## src/rtl/smv_pkg.sv

```systemverilog
// Shared constants, types and status codes for the sample mean/variance block.
// Used by smv_accum, smv_shift_unit and sample_mean_variance; no dependencies.

package smv_pkg;

    localparam int MAX_SAMPLES = 1024;
    localparam int SAMPLE_W    = 16;
    localparam int FRAC_W      = 8;

    localparam int CNT_W  = $clog2(MAX_SAMPLES + 1);
    localparam int LOG_N  = $clog2(MAX_SAMPLES);
    localparam int SUM_W  = SAMPLE_W + LOG_N;
    localparam int SQR_W  = 2 * SAMPLE_W - 1;
    localparam int SQ_W   = SQR_W + LOG_N;
    localparam int NQ_W   = CNT_W + SQ_W;
    localparam int UNIT_W = NQ_W + FRAC_W;
    localparam int STEP_W = $clog2(UNIT_W + 1);
    localparam int DEN_W  = 2 * CNT_W;
    localparam int MQ_W   = SAMPLE_W + FRAC_W;

    // Result field widths
    localparam int MEAN_W  = 24;
    localparam int UVAR_W  = 39;
    localparam int PVAR_W  = 38;
    localparam int COUNT_W = 11;
    localparam int STAT_W  = 2;

    localparam logic [STAT_W-1:0] ST_OK      = 2'd0;
    localparam logic [STAT_W-1:0] ST_SINGLE  = 2'd1;
    localparam logic [STAT_W-1:0] ST_DROPPED = 2'd2;

    typedef enum logic {
        OP_MUL,
        OP_DIV
    } unit_op_t;

    typedef struct packed {
        logic     start;
        unit_op_t op;
    } unit_ctl_t;

    typedef struct packed {
        logic busy;
        logic done;
    } unit_sts_t;

    typedef struct packed {
        logic sq_en;
        logic add_en;
        logic clr;
    } acc_ctl_t;

endpackage

```

## src/rtl/smv_accum.sv

```systemverilog
// Running count, sum and sum of squares for one set of samples.
// Depends on smv_pkg.

module smv_accum import smv_pkg::*; (
    input  logic                       aclk,
    input  logic                       aresetn,
    input  acc_ctl_t                   ctl,
    input  logic signed [SAMPLE_W-1:0] sample,
    output logic        [CNT_W-1:0]    count,
    output logic signed [SUM_W-1:0]    sum,
    output logic        [SQ_W-1:0]     sumsq,
    output logic                       ovf
);

    logic        [SQR_W-1:0] sq_reg;
    logic        [CNT_W-1:0] count_reg;
    logic signed [SUM_W-1:0] sum_reg;
    logic        [SQ_W-1:0]  sumsq_reg;
    logic                    ovf_reg;
    logic signed [2*SAMPLE_W-1:0] prod;

    assign prod = sample * sample;

    always_ff @(posedge aclk) begin
        if (ctl.sq_en) begin
            sq_reg <= prod[SQR_W-1:0];
        end
    end

    always_ff @(posedge aclk) begin
        if (!aresetn || ctl.clr) begin
            count_reg <= '0;
            sum_reg   <= '0;
            sumsq_reg <= '0;
            ovf_reg   <= 1'b0;
        end else if (ctl.add_en) begin
            if (count_reg < CNT_W'(MAX_SAMPLES)) begin
                count_reg <= count_reg + CNT_W'(1);
                sum_reg   <= sum_reg + {{(SUM_W-SAMPLE_W){sample[SAMPLE_W-1]}}, sample};
                sumsq_reg <= sumsq_reg + SQ_W'(sq_reg);
            end else begin
                ovf_reg <= 1'b1;
            end
        end
    end

    assign count = count_reg;
    assign sum   = sum_reg;
    assign sumsq = sumsq_reg;
    assign ovf   = ovf_reg;

endmodule

```

## src/rtl/smv_shift_unit.sv

```systemverilog
// Shared bit-serial unit: shift-add multiply and restoring divide, one bit a cycle.
// Depends on smv_pkg.

module smv_shift_unit import smv_pkg::*; (
    input  logic              aclk,
    input  logic              aresetn,
    input  unit_ctl_t         ctl,
    input  logic [UNIT_W-1:0] opa,      // multiplicand or dividend
    input  logic [UNIT_W-1:0] opb,      // multiplier or divisor
    output unit_sts_t         sts,
    output logic [UNIT_W-1:0] acc_out,  // product or remainder
    output logic [UNIT_W-1:0] quo_out   // quotient
);

    unit_op_t          op_reg;
    logic              busy_reg, done_reg;
    logic [STEP_W-1:0] cnt_reg;
    logic [UNIT_W-1:0] acc_reg, shf_reg, opnd_reg;

    logic              is_div, top_bit, borrow;
    logic [UNIT_W-1:0] x_val, y_val, acc_next, shf_next;
    logic [UNIT_W:0]   addend, total;

    // One adder serves both operations
    always_comb begin
        is_div  = (op_reg == OP_DIV);
        top_bit = shf_reg[UNIT_W-1];
        x_val   = {acc_reg[UNIT_W-2:0], is_div & top_bit};
        y_val   = (is_div || top_bit) ? opnd_reg : '0;
        addend  = is_div ? ~{1'b0, y_val} : {1'b0, y_val};
        total   = {1'b0, x_val} + addend + {{UNIT_W{1'b0}}, is_div};
        borrow  = total[UNIT_W];
        if (is_div) begin
            acc_next = borrow ? x_val : total[UNIT_W-1:0];
            shf_next = {shf_reg[UNIT_W-2:0], ~borrow};
        end else begin
            acc_next = total[UNIT_W-1:0];
            shf_next = {shf_reg[UNIT_W-2:0], 1'b0};
        end
    end

    always_ff @(posedge aclk) begin
        if (!aresetn) begin
            busy_reg <= 1'b0;
            done_reg <= 1'b0;
            cnt_reg  <= '0;
        end else begin
            done_reg <= 1'b0;
            if (ctl.start) begin
                busy_reg <= 1'b1;
                cnt_reg  <= STEP_W'(UNIT_W);
            end else if (busy_reg) begin
                cnt_reg <= cnt_reg - STEP_W'(1);
                if (cnt_reg == STEP_W'(1)) begin
                    busy_reg <= 1'b0;
                    done_reg <= 1'b1;
                end
            end
        end
    end

    always_ff @(posedge aclk) begin
        if (ctl.start) begin
            op_reg  <= ctl.op;
            acc_reg <= '0;
            if (ctl.op == OP_DIV) begin
                shf_reg  <= opa;
                opnd_reg <= opb;
            end else begin
                shf_reg  <= opb;
                opnd_reg <= opa;
            end
        end else if (busy_reg) begin
            acc_reg <= acc_next;
            shf_reg <= shf_next;
        end
    end

    assign sts.busy = busy_reg;
    assign sts.done = done_reg;
    assign acc_out  = acc_reg;
    assign quo_out  = shf_reg;

endmodule

```

## src/rtl/sample_mean_variance.sv

```systemverilog
// Top level of the sample mean/variance block: sequencer, result register.
// Depends on smv_pkg, smv_accum and smv_shift_unit.
//
// Usage:
//   Samples enter on the s_ channel, one item per handshake; s_tlast marks the
//   final sample of a set. Each sample is accepted, squared and then added to
//   the sums, so s_tready stays low while an item is squared and added.
//   On a marked sample the sequencer runs seven operations on the shared
//   bit-serial multiply/divide unit: N*Q, S*S, N*N, N*(N-1), then the mean,
//   population and unbiased divisions. Each is a start, the unit's steps at
//   one bit per cycle, and a done strobe. With the output register free,
//   m_tvalid rises from the final state once the last division is done.
//   The result sits in an output register on the m_ channel; the block takes
//   new samples while it waits. If the receiver stalls, the next set's result
//   waits in its final state, with s_tready low, until the register frees.
//   Samples past MAX_SAMPLES are dropped and the result reports status 2.
//   A set of one sample reports status 1 and unbiased variance 0.
//   Reset (aresetn low, synchronous) clears the accumulators, the sequencer
//   and the output valid.

module sample_mean_variance import smv_pkg::*; (
    input  logic          aclk,
    input  logic          aresetn,
    input  logic          s_tvalid,
    output logic          s_tready,
    input  logic [15:0]   s_tdata,   // [15:0] sample
    input  logic          s_tlast,   // last_sample
    output logic          m_tvalid,
    input  logic          m_tready,
    output logic [111:0]  m_tdata,   // [23:0] mean_scaled, [62:24] unbiased_var_scaled,
                                     // [100:63] population_var_scaled, [111:101] sample_count
    output logic [1:0]    m_tuser    // [1:0] status
);

    typedef enum logic [3:0] {
        S_IDLE, S_SQ, S_ADD, S_NQ, S_SS, S_NN, S_NN1,
        S_DMEAN, S_DPV, S_DUV, S_OUT
    } state_t;

    localparam int CNT_LSB = MEAN_W + UVAR_W + PVAR_W;

    state_t                     state_reg;
    logic                       start_reg;
    logic signed [SAMPLE_W-1:0] sample_reg;
    logic                       last_reg;
    logic [NQ_W-1:0]            nq_reg, d_reg;
    logic [DEN_W-1:0]           denp_reg, denu_reg;
    logic [MQ_W-1:0]            mq_reg;
    logic                       mnz_reg;
    logic [PVAR_W-1:0]          pvar_reg;
    logic [UVAR_W-1:0]          uvar_reg;

    logic                       m_tvalid_reg;
    logic [111:0]               m_tdata_reg;
    logic [STAT_W-1:0]          m_tuser_reg;

    acc_ctl_t                   acc_ctl;
    logic [CNT_W-1:0]           acc_count;
    logic signed [SUM_W-1:0]    acc_sum;
    logic [SQ_W-1:0]            acc_sumsq;
    logic                       acc_ovf;

    unit_ctl_t                  unit_ctl;
    unit_sts_t                  unit_sts;
    logic [UNIT_W-1:0]          unit_opa, unit_opb, unit_acc, unit_quo;

    logic [SUM_W-1:0]           mag;
    logic                       load_out;
    logic [MQ_W:0]              mean_mag, mean_full;
    logic [MEAN_W-1:0]          mean_val;
    logic [UVAR_W-1:0]          uvar_val;
    logic [PVAR_W-1:0]          pvar_val;
    logic [STAT_W-1:0]          stat_val;

    smv_accum u_accum (
        .aclk    (aclk),
        .aresetn (aresetn),
        .ctl     (acc_ctl),
        .sample  (sample_reg),
        .count   (acc_count),
        .sum     (acc_sum),
        .sumsq   (acc_sumsq),
        .ovf     (acc_ovf)
    );

    smv_shift_unit u_unit (
        .aclk    (aclk),
        .aresetn (aresetn),
        .ctl     (unit_ctl),
        .opa     (unit_opa),
        .opb     (unit_opb),
        .sts     (unit_sts),
        .acc_out (unit_acc),
        .quo_out (unit_quo)
    );

    assign s_tready = (state_reg == S_IDLE);
    assign load_out = (state_reg == S_OUT) && (!m_tvalid_reg || m_tready);

    always_comb begin
        acc_ctl.sq_en  = (state_reg == S_SQ);
        acc_ctl.add_en = (state_reg == S_ADD);
        acc_ctl.clr    = load_out;
    end

    // Magnitude of the running sum; the sign is applied to the mean at the end
    assign mag = acc_sum[SUM_W-1] ? SUM_W'(0) - $unsigned(acc_sum) : $unsigned(acc_sum);

    // Operand selection for the shared unit, by sequencer step
    always_comb begin
        unit_ctl.start = start_reg;
        unit_ctl.op    = OP_MUL;
        unit_opa       = '0;
        unit_opb       = '0;
        case (state_reg)
            S_NQ: begin
                unit_opa = UNIT_W'(acc_sumsq);
                unit_opb = UNIT_W'(acc_count);
            end
            S_SS: begin
                unit_opa = UNIT_W'(mag);
                unit_opb = UNIT_W'(mag);
            end
            S_NN: begin
                unit_opa = UNIT_W'(acc_count);
                unit_opb = UNIT_W'(acc_count);
            end
            S_NN1: begin
                unit_opa = UNIT_W'(acc_count);
                unit_opb = UNIT_W'(acc_count - CNT_W'(1));
            end
            S_DMEAN: begin
                unit_ctl.op = OP_DIV;
                unit_opa    = UNIT_W'({mag, {FRAC_W{1'b0}}});
                unit_opb    = UNIT_W'(acc_count);
            end
            S_DPV: begin
                unit_ctl.op = OP_DIV;
                unit_opa    = {d_reg, {FRAC_W{1'b0}}};
                unit_opb    = UNIT_W'(denp_reg);
            end
            S_DUV: begin
                unit_ctl.op = OP_DIV;
                unit_opa    = {d_reg, {FRAC_W{1'b0}}};
                unit_opb    = UNIT_W'(denu_reg);
            end
            default: begin
                unit_ctl.op = OP_MUL;
            end
        endcase
    end

    // Result fields: floor the negative mean, zero what an empty or single set lacks
    always_comb begin
        mean_mag  = {1'b0, mq_reg} + {{MQ_W{1'b0}}, mnz_reg};
        mean_full = acc_sum[SUM_W-1] ? (MQ_W+1)'(0) - mean_mag : {1'b0, mq_reg};
        mean_val  = (acc_count == '0) ? '0 : mean_full[MEAN_W-1:0];
        pvar_val  = (acc_count == '0) ? '0 : pvar_reg;
        uvar_val  = (acc_count > CNT_W'(1)) ? uvar_reg : '0;
        if (acc_ovf) begin
            stat_val = ST_DROPPED;
        end else if (acc_count == CNT_W'(1)) begin
            stat_val = ST_SINGLE;
        end else begin
            stat_val = ST_OK;
        end
    end

    always_ff @(posedge aclk) begin
        if (!aresetn) begin
            state_reg    <= S_IDLE;
            start_reg    <= 1'b0;
            m_tvalid_reg <= 1'b0;
        end else begin
            start_reg <= 1'b0;
            if (m_tready) begin
                m_tvalid_reg <= 1'b0;
            end
            case (state_reg)
                S_IDLE: begin
                    if (s_tvalid) begin
                        sample_reg <= s_tdata;
                        last_reg   <= s_tlast;
                        state_reg  <= S_SQ;
                    end
                end
                S_SQ: begin
                    state_reg <= S_ADD;
                end
                S_ADD: begin
                    if (last_reg) begin
                        state_reg <= S_NQ;
                        start_reg <= 1'b1;
                    end else begin
                        state_reg <= S_IDLE;
                    end
                end
                S_NQ: begin
                    if (unit_sts.done) begin
                        nq_reg    <= unit_acc[NQ_W-1:0];
                        state_reg <= S_SS;
                        start_reg <= 1'b1;
                    end
                end
                S_SS: begin
                    if (unit_sts.done) begin
                        d_reg     <= nq_reg - unit_acc[NQ_W-1:0];
                        state_reg <= S_NN;
                        start_reg <= 1'b1;
                    end
                end
                S_NN: begin
                    if (unit_sts.done) begin
                        denp_reg  <= unit_acc[DEN_W-1:0];
                        state_reg <= S_NN1;
                        start_reg <= 1'b1;
                    end
                end
                S_NN1: begin
                    if (unit_sts.done) begin
                        denu_reg  <= unit_acc[DEN_W-1:0];
                        state_reg <= S_DMEAN;
                        start_reg <= 1'b1;
                    end
                end
                S_DMEAN: begin
                    if (unit_sts.done) begin
                        mq_reg    <= unit_quo[MQ_W-1:0];
                        mnz_reg   <= |unit_acc;
                        state_reg <= S_DPV;
                        start_reg <= 1'b1;
                    end
                end
                S_DPV: begin
                    if (unit_sts.done) begin
                        pvar_reg  <= unit_quo[PVAR_W-1:0];
                        state_reg <= S_DUV;
                        start_reg <= 1'b1;
                    end
                end
                S_DUV: begin
                    if (unit_sts.done) begin
                        uvar_reg  <= unit_quo[UVAR_W-1:0];
                        state_reg <= S_OUT;
                    end
                end
                S_OUT: begin
                    // Hold until the output register frees, then post the item
                    if (load_out) begin
                        m_tvalid_reg <= 1'b1;
                        m_tdata_reg  <= {COUNT_W'(acc_count), pvar_val, uvar_val, mean_val};
                        m_tuser_reg  <= stat_val;
                        state_reg    <= S_IDLE;
                    end
                end
                default: begin
                    state_reg <= S_IDLE;
                end
            endcase
        end
    end

    assign m_tvalid = m_tvalid_reg;
    assign m_tdata  = m_tdata_reg;
    assign m_tuser  = m_tuser_reg;

    // Drop-counting must stop the count at the limit
    a_count_limit: assert property (@(posedge aclk) disable iff (!aresetn)
        acc_count <= CNT_W'(MAX_SAMPLES))
        else $error("sample count beyond limit");

    // The unit finishes only while the sequencer waits on it
    a_done_in_op: assert property (@(posedge aclk) disable iff (!aresetn)
        unit_sts.done |-> (state_reg == S_NQ || state_reg == S_SS || state_reg == S_NN ||
                           state_reg == S_NN1 || state_reg == S_DMEAN ||
                           state_reg == S_DPV || state_reg == S_DUV))
        else $error("unit done outside an operation step");

    // No sample is taken while the shared unit is running
    a_no_accept_busy: assert property (@(posedge aclk) disable iff (!aresetn)
        (s_tvalid && s_tready) |-> !unit_sts.busy)
        else $error("sample accepted while unit busy");

    // A single-sample status goes with a count of one and zero unbiased variance
    a_single_status: assert property (@(posedge aclk) disable iff (!aresetn)
        (m_tvalid && m_tuser == ST_SINGLE) |->
            (m_tdata[CNT_LSB +: COUNT_W] == COUNT_W'(1) &&
             m_tdata[MEAN_W +: UVAR_W] == '0))
        else $error("single-sample result inconsistent");

endmodule
```

## config.mk

```make
export PLATFORM = sky130hd
export DESIGN_NAME = sample_mean_variance
export DESIGN_NICKNAME = d
export VERILOG_FILES = /design/src/rtl/smv_pkg.sv /design/src/rtl/smv_accum.sv /design/src/rtl/smv_shift_unit.sv /design/src/rtl/sample_mean_variance.sv
export SDC_FILE = /design/constraint.sdc
export NUM_CORES = 2
export LEC_CHECK = 0
export BUFFER_PORTS_ARGS = -buffer_cell sky130_fd_sc_hd__buf_4
export CAP_MARGIN = 15
export CORE_MARGIN = 2
export CORE_UTILIZATION = 40
export CTS_CLUSTER_DIAMETER = 50
export CTS_CLUSTER_SIZE = 20
export DETAILED_ROUTE_END_ITERATION = 10
export PLACE_DENSITY = 0.55
export SETUP_SLACK_MARGIN = 0.2
export SYNTH_ARGS = -nofsm -noshare
export SYNTH_HDL_FRONTEND = slang
export SYNTH_SLANG_ARGS = --single-unit
export TNS_END_PERCENT = 1
```

## constraint.sdc

```tcl
create_clock -name aclk -period 15.4 [get_ports aclk]
set_clock_uncertainty 0.1 [all_clocks]
set_input_delay 3.08 -clock aclk [delete_from_list [all_inputs] [get_ports aclk]]
set_output_delay 3.08 -clock aclk [all_outputs]
set_load 0.01 [all_outputs]
```

Yosys cells after proc, flatten, opt, wreduce, memory -nomap -nowiden:

Index checks and enable logic that the tools add are counted.

* logic and storage cells: 138
* output and inout port bits: 116
* flip-flop bits (word level): 686

* reductions and logical operators: 29
* multiplexer cells: 38
* bitwise logic cells: 6
* $mul: 1
* add/subtract/negate cells: 11
* equality and inequality tests: 21
* $lt $le $gt $ge: 2

Operators by type and width (number)
* $pmux 60 s5: 2
* $mux 60: 7
* $add 60x61->61: 1
* $add 61x1->61: 1
* $mux 61: 1
* $not 60->61: 1
* $reduce_or 60->1: 1
* $sub 52x52->52: 1
* $pmux 4 s11: 1
* $add 41x31->41: 1
* $mux 4: 9
* $mul 16x16->31: 1
* $reduce_and 3->1: 9
* $add 26x26->26: 1
* $mux 26: 1
* $sub 1x26->26 const A: 1
* $add 24x1->24: 1
* $mux 24: 1
* $sub 1x24->24 const A: 1
* $eq 4x3->1 const B: 4
* $ne 2x1->1 const B: 7
* $eq 4x4->1 const B: 3
* $mux 1: 12
* $mux 6: 2
* other kinds (25): 38

Depth between registers and ports, before layout:

* word-level depth: 10
* depth in mapped cells: 25
* mapped depth without buffers: 24

Modules after synthesis:

A second synthesis with hierarchy kept.

* cell total of the unflattened synthesis: 4650
* area total of the unflattened synthesis: 47387.9 um^2

By module, submodules not included
* sample_mean_variance: area an instance 19252.2 um^2, times used 1, sequential area each 11561.1 um^2, cells an instance 1586
* smv_accum: area an instance 15426.0 um^2, times used 1, sequential area each 2482.4 um^2, cells an instance 1741
* smv_shift_unit: area an instance 12709.7 um^2, times used 1, sequential area each 4994.8 um^2, cells an instance 1323

Worst setup path after synthesis:

Ideal clock, no wire load.

* path kind: input-to-reg
* start: in aresetn
* end: reg pvar_reg[0], enable pin
* library setup time: 531 ps
* arrival: 6894 ps
* cell stages on the path: 2
* path slack: 7876 ps
* data required time: 14769 ps
* cells stage by stage: nand2_1 -> nor4_1

* cells in the longest elaborated chain, start to end: 1

Ends and longest elaborated chain
* start: declaration: line sample_mean_variance.sv:23 `input logic aresetn,`
* $reduce_and 3->1 (no line)
* end signal: assignment: line sample_mean_variance.sv:236 `pvar_reg <= unit_quo[PVAR_W-1:0];`
* end: declaration: line sample_mean_variance.sv:50 `logic [PVAR_W-1:0] pvar_reg;`

Every way passes these cells.
A chain may end at the register's enable or synchronous reset.

Worst setup path after layout:

* start: reg sample_reg[1]
* end: reg u_accum.sq_reg[30] (data pin)

* cells in the longest elaborated chain, start to end: 1

Ends and longest elaborated chain
* start: declaration: line sample_mean_variance.sv:44 `logic signed [SAMPLE_W-1:0] sample_reg;`
* start signal: assignment: line sample_mean_variance.sv:182 `sample_reg <= s_tdata;`
* $mul 16x16->31: line smv_accum.sv:22 `assign prod = sample * sample;`
* net u_accum.prod[30]: line smv_accum.sv:20 `logic signed [2*SAMPLE_W-1:0] prod;`
* end signal: assignment: line smv_accum.sv:26 `sq_reg <= prod[SQR_W-1:0];`
* end: declaration: line smv_accum.sv:15 `logic [SQR_W-1:0] sq_reg;`

The timed path passes the listed nets, and every way through them passes these cells.

==> metrics.md <==
| Metric | Value |
|---|---|
| Die W | 342 microns |
| Post-DP HPWL | 92600 microns |
| DRC | 0 |
| TritonCTS buffer count | 84 |
| Clock Tree Buf Depth | 3 |
| Main flop type after synthesis | edfxtp_1 |
| GP Congestion | ~0.9 |
| Async S/R FF share, synth | 0% |
| Cell family with most CP delay | adder cells |
| Clock network power share | between 20% and 30% |
| Initial cell density of the core | 40.4% |
| Area delta synth->final | 12.4% |
| Endpoints failing setup | 0 |
| Worst EP required | 15.68 ns |
| Final ANT Viol Nets | 0 |
| Row cnt | roughly 120 |
| VDD IR-drop max | approximately 0.00027 V |
| Netlist Area Pre-Place | 45600 sq um |
| CTS tree | done |
| Critical Path Start Type | register |
| P_sw | 4.04 mW |
| Slowest-stage cell, CP | edfxtp_1 |
| Flip-flop count of the largest register after layout | around 110 |
| Share of layout cells above drive strength 1 | under 10% |
| Final hold vios | 0 |
| CP Data Arrival Time | 8.16 ns |
| Vias | approximately 33k |
| Register Area | about 19000 sq um |
| Yosys synthesis warning count | 0 |
| PostCTS Resize Cnt | 0 |
| Min cycle time layout | 7.89 ns |
| I/O pins | between 100 and 150 |
| Drt pass-1 iters | 6 |
| Clock Latency Late Sink | a little under 0.7 ns |
| CP Class | reg2reg |
| Port bufs | about 140 |
| Total global routing overflow | 0 |
| Status | complete, no violations |
| Setup TNS | 0 ns |
| Initial antenna violation count | 0 |
| Unrepaired setup endpoints after global routing | false |
| Fin. max-slew vios | 0 |
| Mean post-synth cell area | 10.2 sq um |
| Clk root buf | clkbuf_16 |
| Hold Slack | around 0.37 ns |
| Crit end category | register |
| Most common cell in the netlist | edfxtp_1 |
| Power Internal | around 5.7 mW |
| First-pass GRT wire length | roughly 190000 microns |
| Share of the cycle needed by the critical path after routing | roughly 50% |
| Max incr delay on CP | between 0.7 and 0.8 ns |
| Postcts setup bufs | 0 |
| Max-cap violations | 0 |
| Routed WL per cell | around 20 microns |
| Synth cell count leaders | edfxtp_1 (532), inv_1 (475), nand2_1 (376) |
| Combinational Power Share | approximately half |
| Post-synth top area cell | edfxtp_1 |
| Seq/Total Area, Yosys | approximately two fifths |
| CP Buf/Inv Count | 5 |
| Core area | between 100000 and 150000 sq um |
| Gr usage total | 21.2% |
| Pleak | 20.8 nW |
| Slew headroom | 25.0% |
| Post-synth top area share | a little over a third |
| Drt via density | roughly 5.4 |
| Wirelength, routed | around 120000 microns |
| Clk pin slew, worst setup/hold paths | 0.06 ns |
| Pin count of the biggest net entering global routing | 89 |
| Final net count | approximately 5k |
| Flop pwr share | between 20% and 30% |
| Top achievable clock speed | approximately 0.13 GHz |
| Power density cells | 189 nW/um^2 |
| H-tree depth | 3 |
| Hold buffer count at cts | 0 |
| Worst-path cell chain | clkinv_1 > nor2_1 > fa_1 > inv_1 > fa_1 > fa_1 > fa_1 > inv_1 > fa_1 > inv_1 > fa_1 > inv_1 > ha_1 > a21o_1 > a21o_1 > a21oi_1 > o31ai_1 > a2111oi_2 > o31ai_1 > o21a_1 > a211o_1 > a21oi_1 > xnor2_1 |
| Number of global-route vias before repair | about 33k |
| Synth area leaders | edfxtp_1 (35%), fa_1 (10%), ha_1 (7.8%) |
| Number of diodes | 0 |
| Most used cell, CP | fa_1 |
| Distinct cells, synth | 100 |
| Sw frac | 41.6% |
| Post-synth EDFFs | roughly 530 |
| # clock sinks | 685 |
| Multi-input logic area | about 24000 sq um |
| Die height | about 340 microns |
| Worst slew pin tran | roughly 1.1 ns |
| Initial DRC count | between 2k and 2.5k |
| Die area | between 100000 and 150000 sq um |
| Synth Instances | 4470 |
| Critical path fanouts, max | 15 |
| Fill cells | ~11k |
| Synthesized flop and latch total | a little under 700 |
| Hold Crit Class | reg2reg |
-- per-stage QoR --
stage	instances	setup WS [ns]	utilization [%]	instance area, sq um	power, mW
2_1_floorplan	4488	7.88	-	45700	6.45
3_3_place_gp	5962	7.75	42.7	48200	7.59
3_5_place_dp	5963	7.60	42.7	48200	7.63
4_1_cts	6121	7.53	45.4	51300	9.79
5_1_grt	6123	7.07	45.5	51300	10.5
6_report	6123	7.51	45.5	51300	9.71
-- kinds of logic after synthesis --
family	synth area share, %
compound gates	15.2
xor+xnor	4.86
fa+ha+maj	18.0
buf+inv	5.62
flops	41.7
mux	2.12
other cells	0.00822
simple gates	12.5
-- layer usage --
layer,part of all wire (%),global-route usage (%)
met3,4.9,2.68
met4,2.4,5.90
met2,48,36.2
met1,44,28.2
met5,0,0
-- final timing paths --
path                                   startpoint                 end  slack [ns]  depth (start not counted)
worst max-delay path                sample_reg[1]  u_accum.sq_reg[30]        7.51                         23
worst min-delay path            u_accum.sumsq[29]   u_accum.sumsq[29]        0.37                          2
worst max register to register      sample_reg[1]  u_accum.sq_reg[30]        7.51                         23
worst min register to register  u_accum.sumsq[29]   u_accum.sumsq[29]        0.37                          2
-- power by group through the flow --
stage / clock network, mW / logic [mW] / registers, mW
detailed placement: 0 / 4.95 / 2.68
global placement: 0 / 4.91 / 2.68
floorplan: 0 / 3.91 / 2.55
CTS: 2.17 / 4.98 / 2.64
global route: 2.24 / 5.63 / 2.66
finish: 2.13 / 4.94 / 2.64
-- placed cells by master (no fill, tap or decap), types with 72 or more instances in the layout --
| master | count |
|---|---|
| clkbuf_16 | 85 |
| buf_4 | 175 |
| xnor2_1 | 175 |
| a21o_1 | 98 |
| nor2b_1 | 72 |
| ha_1 | 284 |
| and2_1 | 94 |
| fa_1 | 232 |
| nor2_1 | 350 |
| edfxtp_1 | 532 |
| nand2_1 | 374 |
| o21ai_0 | 154 |
| inv_1 | 474 |
| dfxtp_1 | 150 |
| xor2_1 | 78 |
| a21oi_1 | 348 |
-- area by class of cell --
class                      instances  share of cell area, %
multi-input combinational       3126                   47.1
timing repair buffer             178                   2.60
inverter                         476                   3.48
clock buffer                      94                   4.31
clock inverter                    64                   1.69
tap                             1500                   3.66
sequential                       685                   37.1
-- worst reg2reg max path: cells and delay by family, from the launching register on --
kind            cells  cell delay, ns
fa+ha+maj           7            3.24
compound gates      9            2.25
buf+inv             5            0.79
flops               1            0.77
simple gates        1            0.35
xor+xnor            1            0.09
No activity file was read; power rests on OpenSTA's default activity.
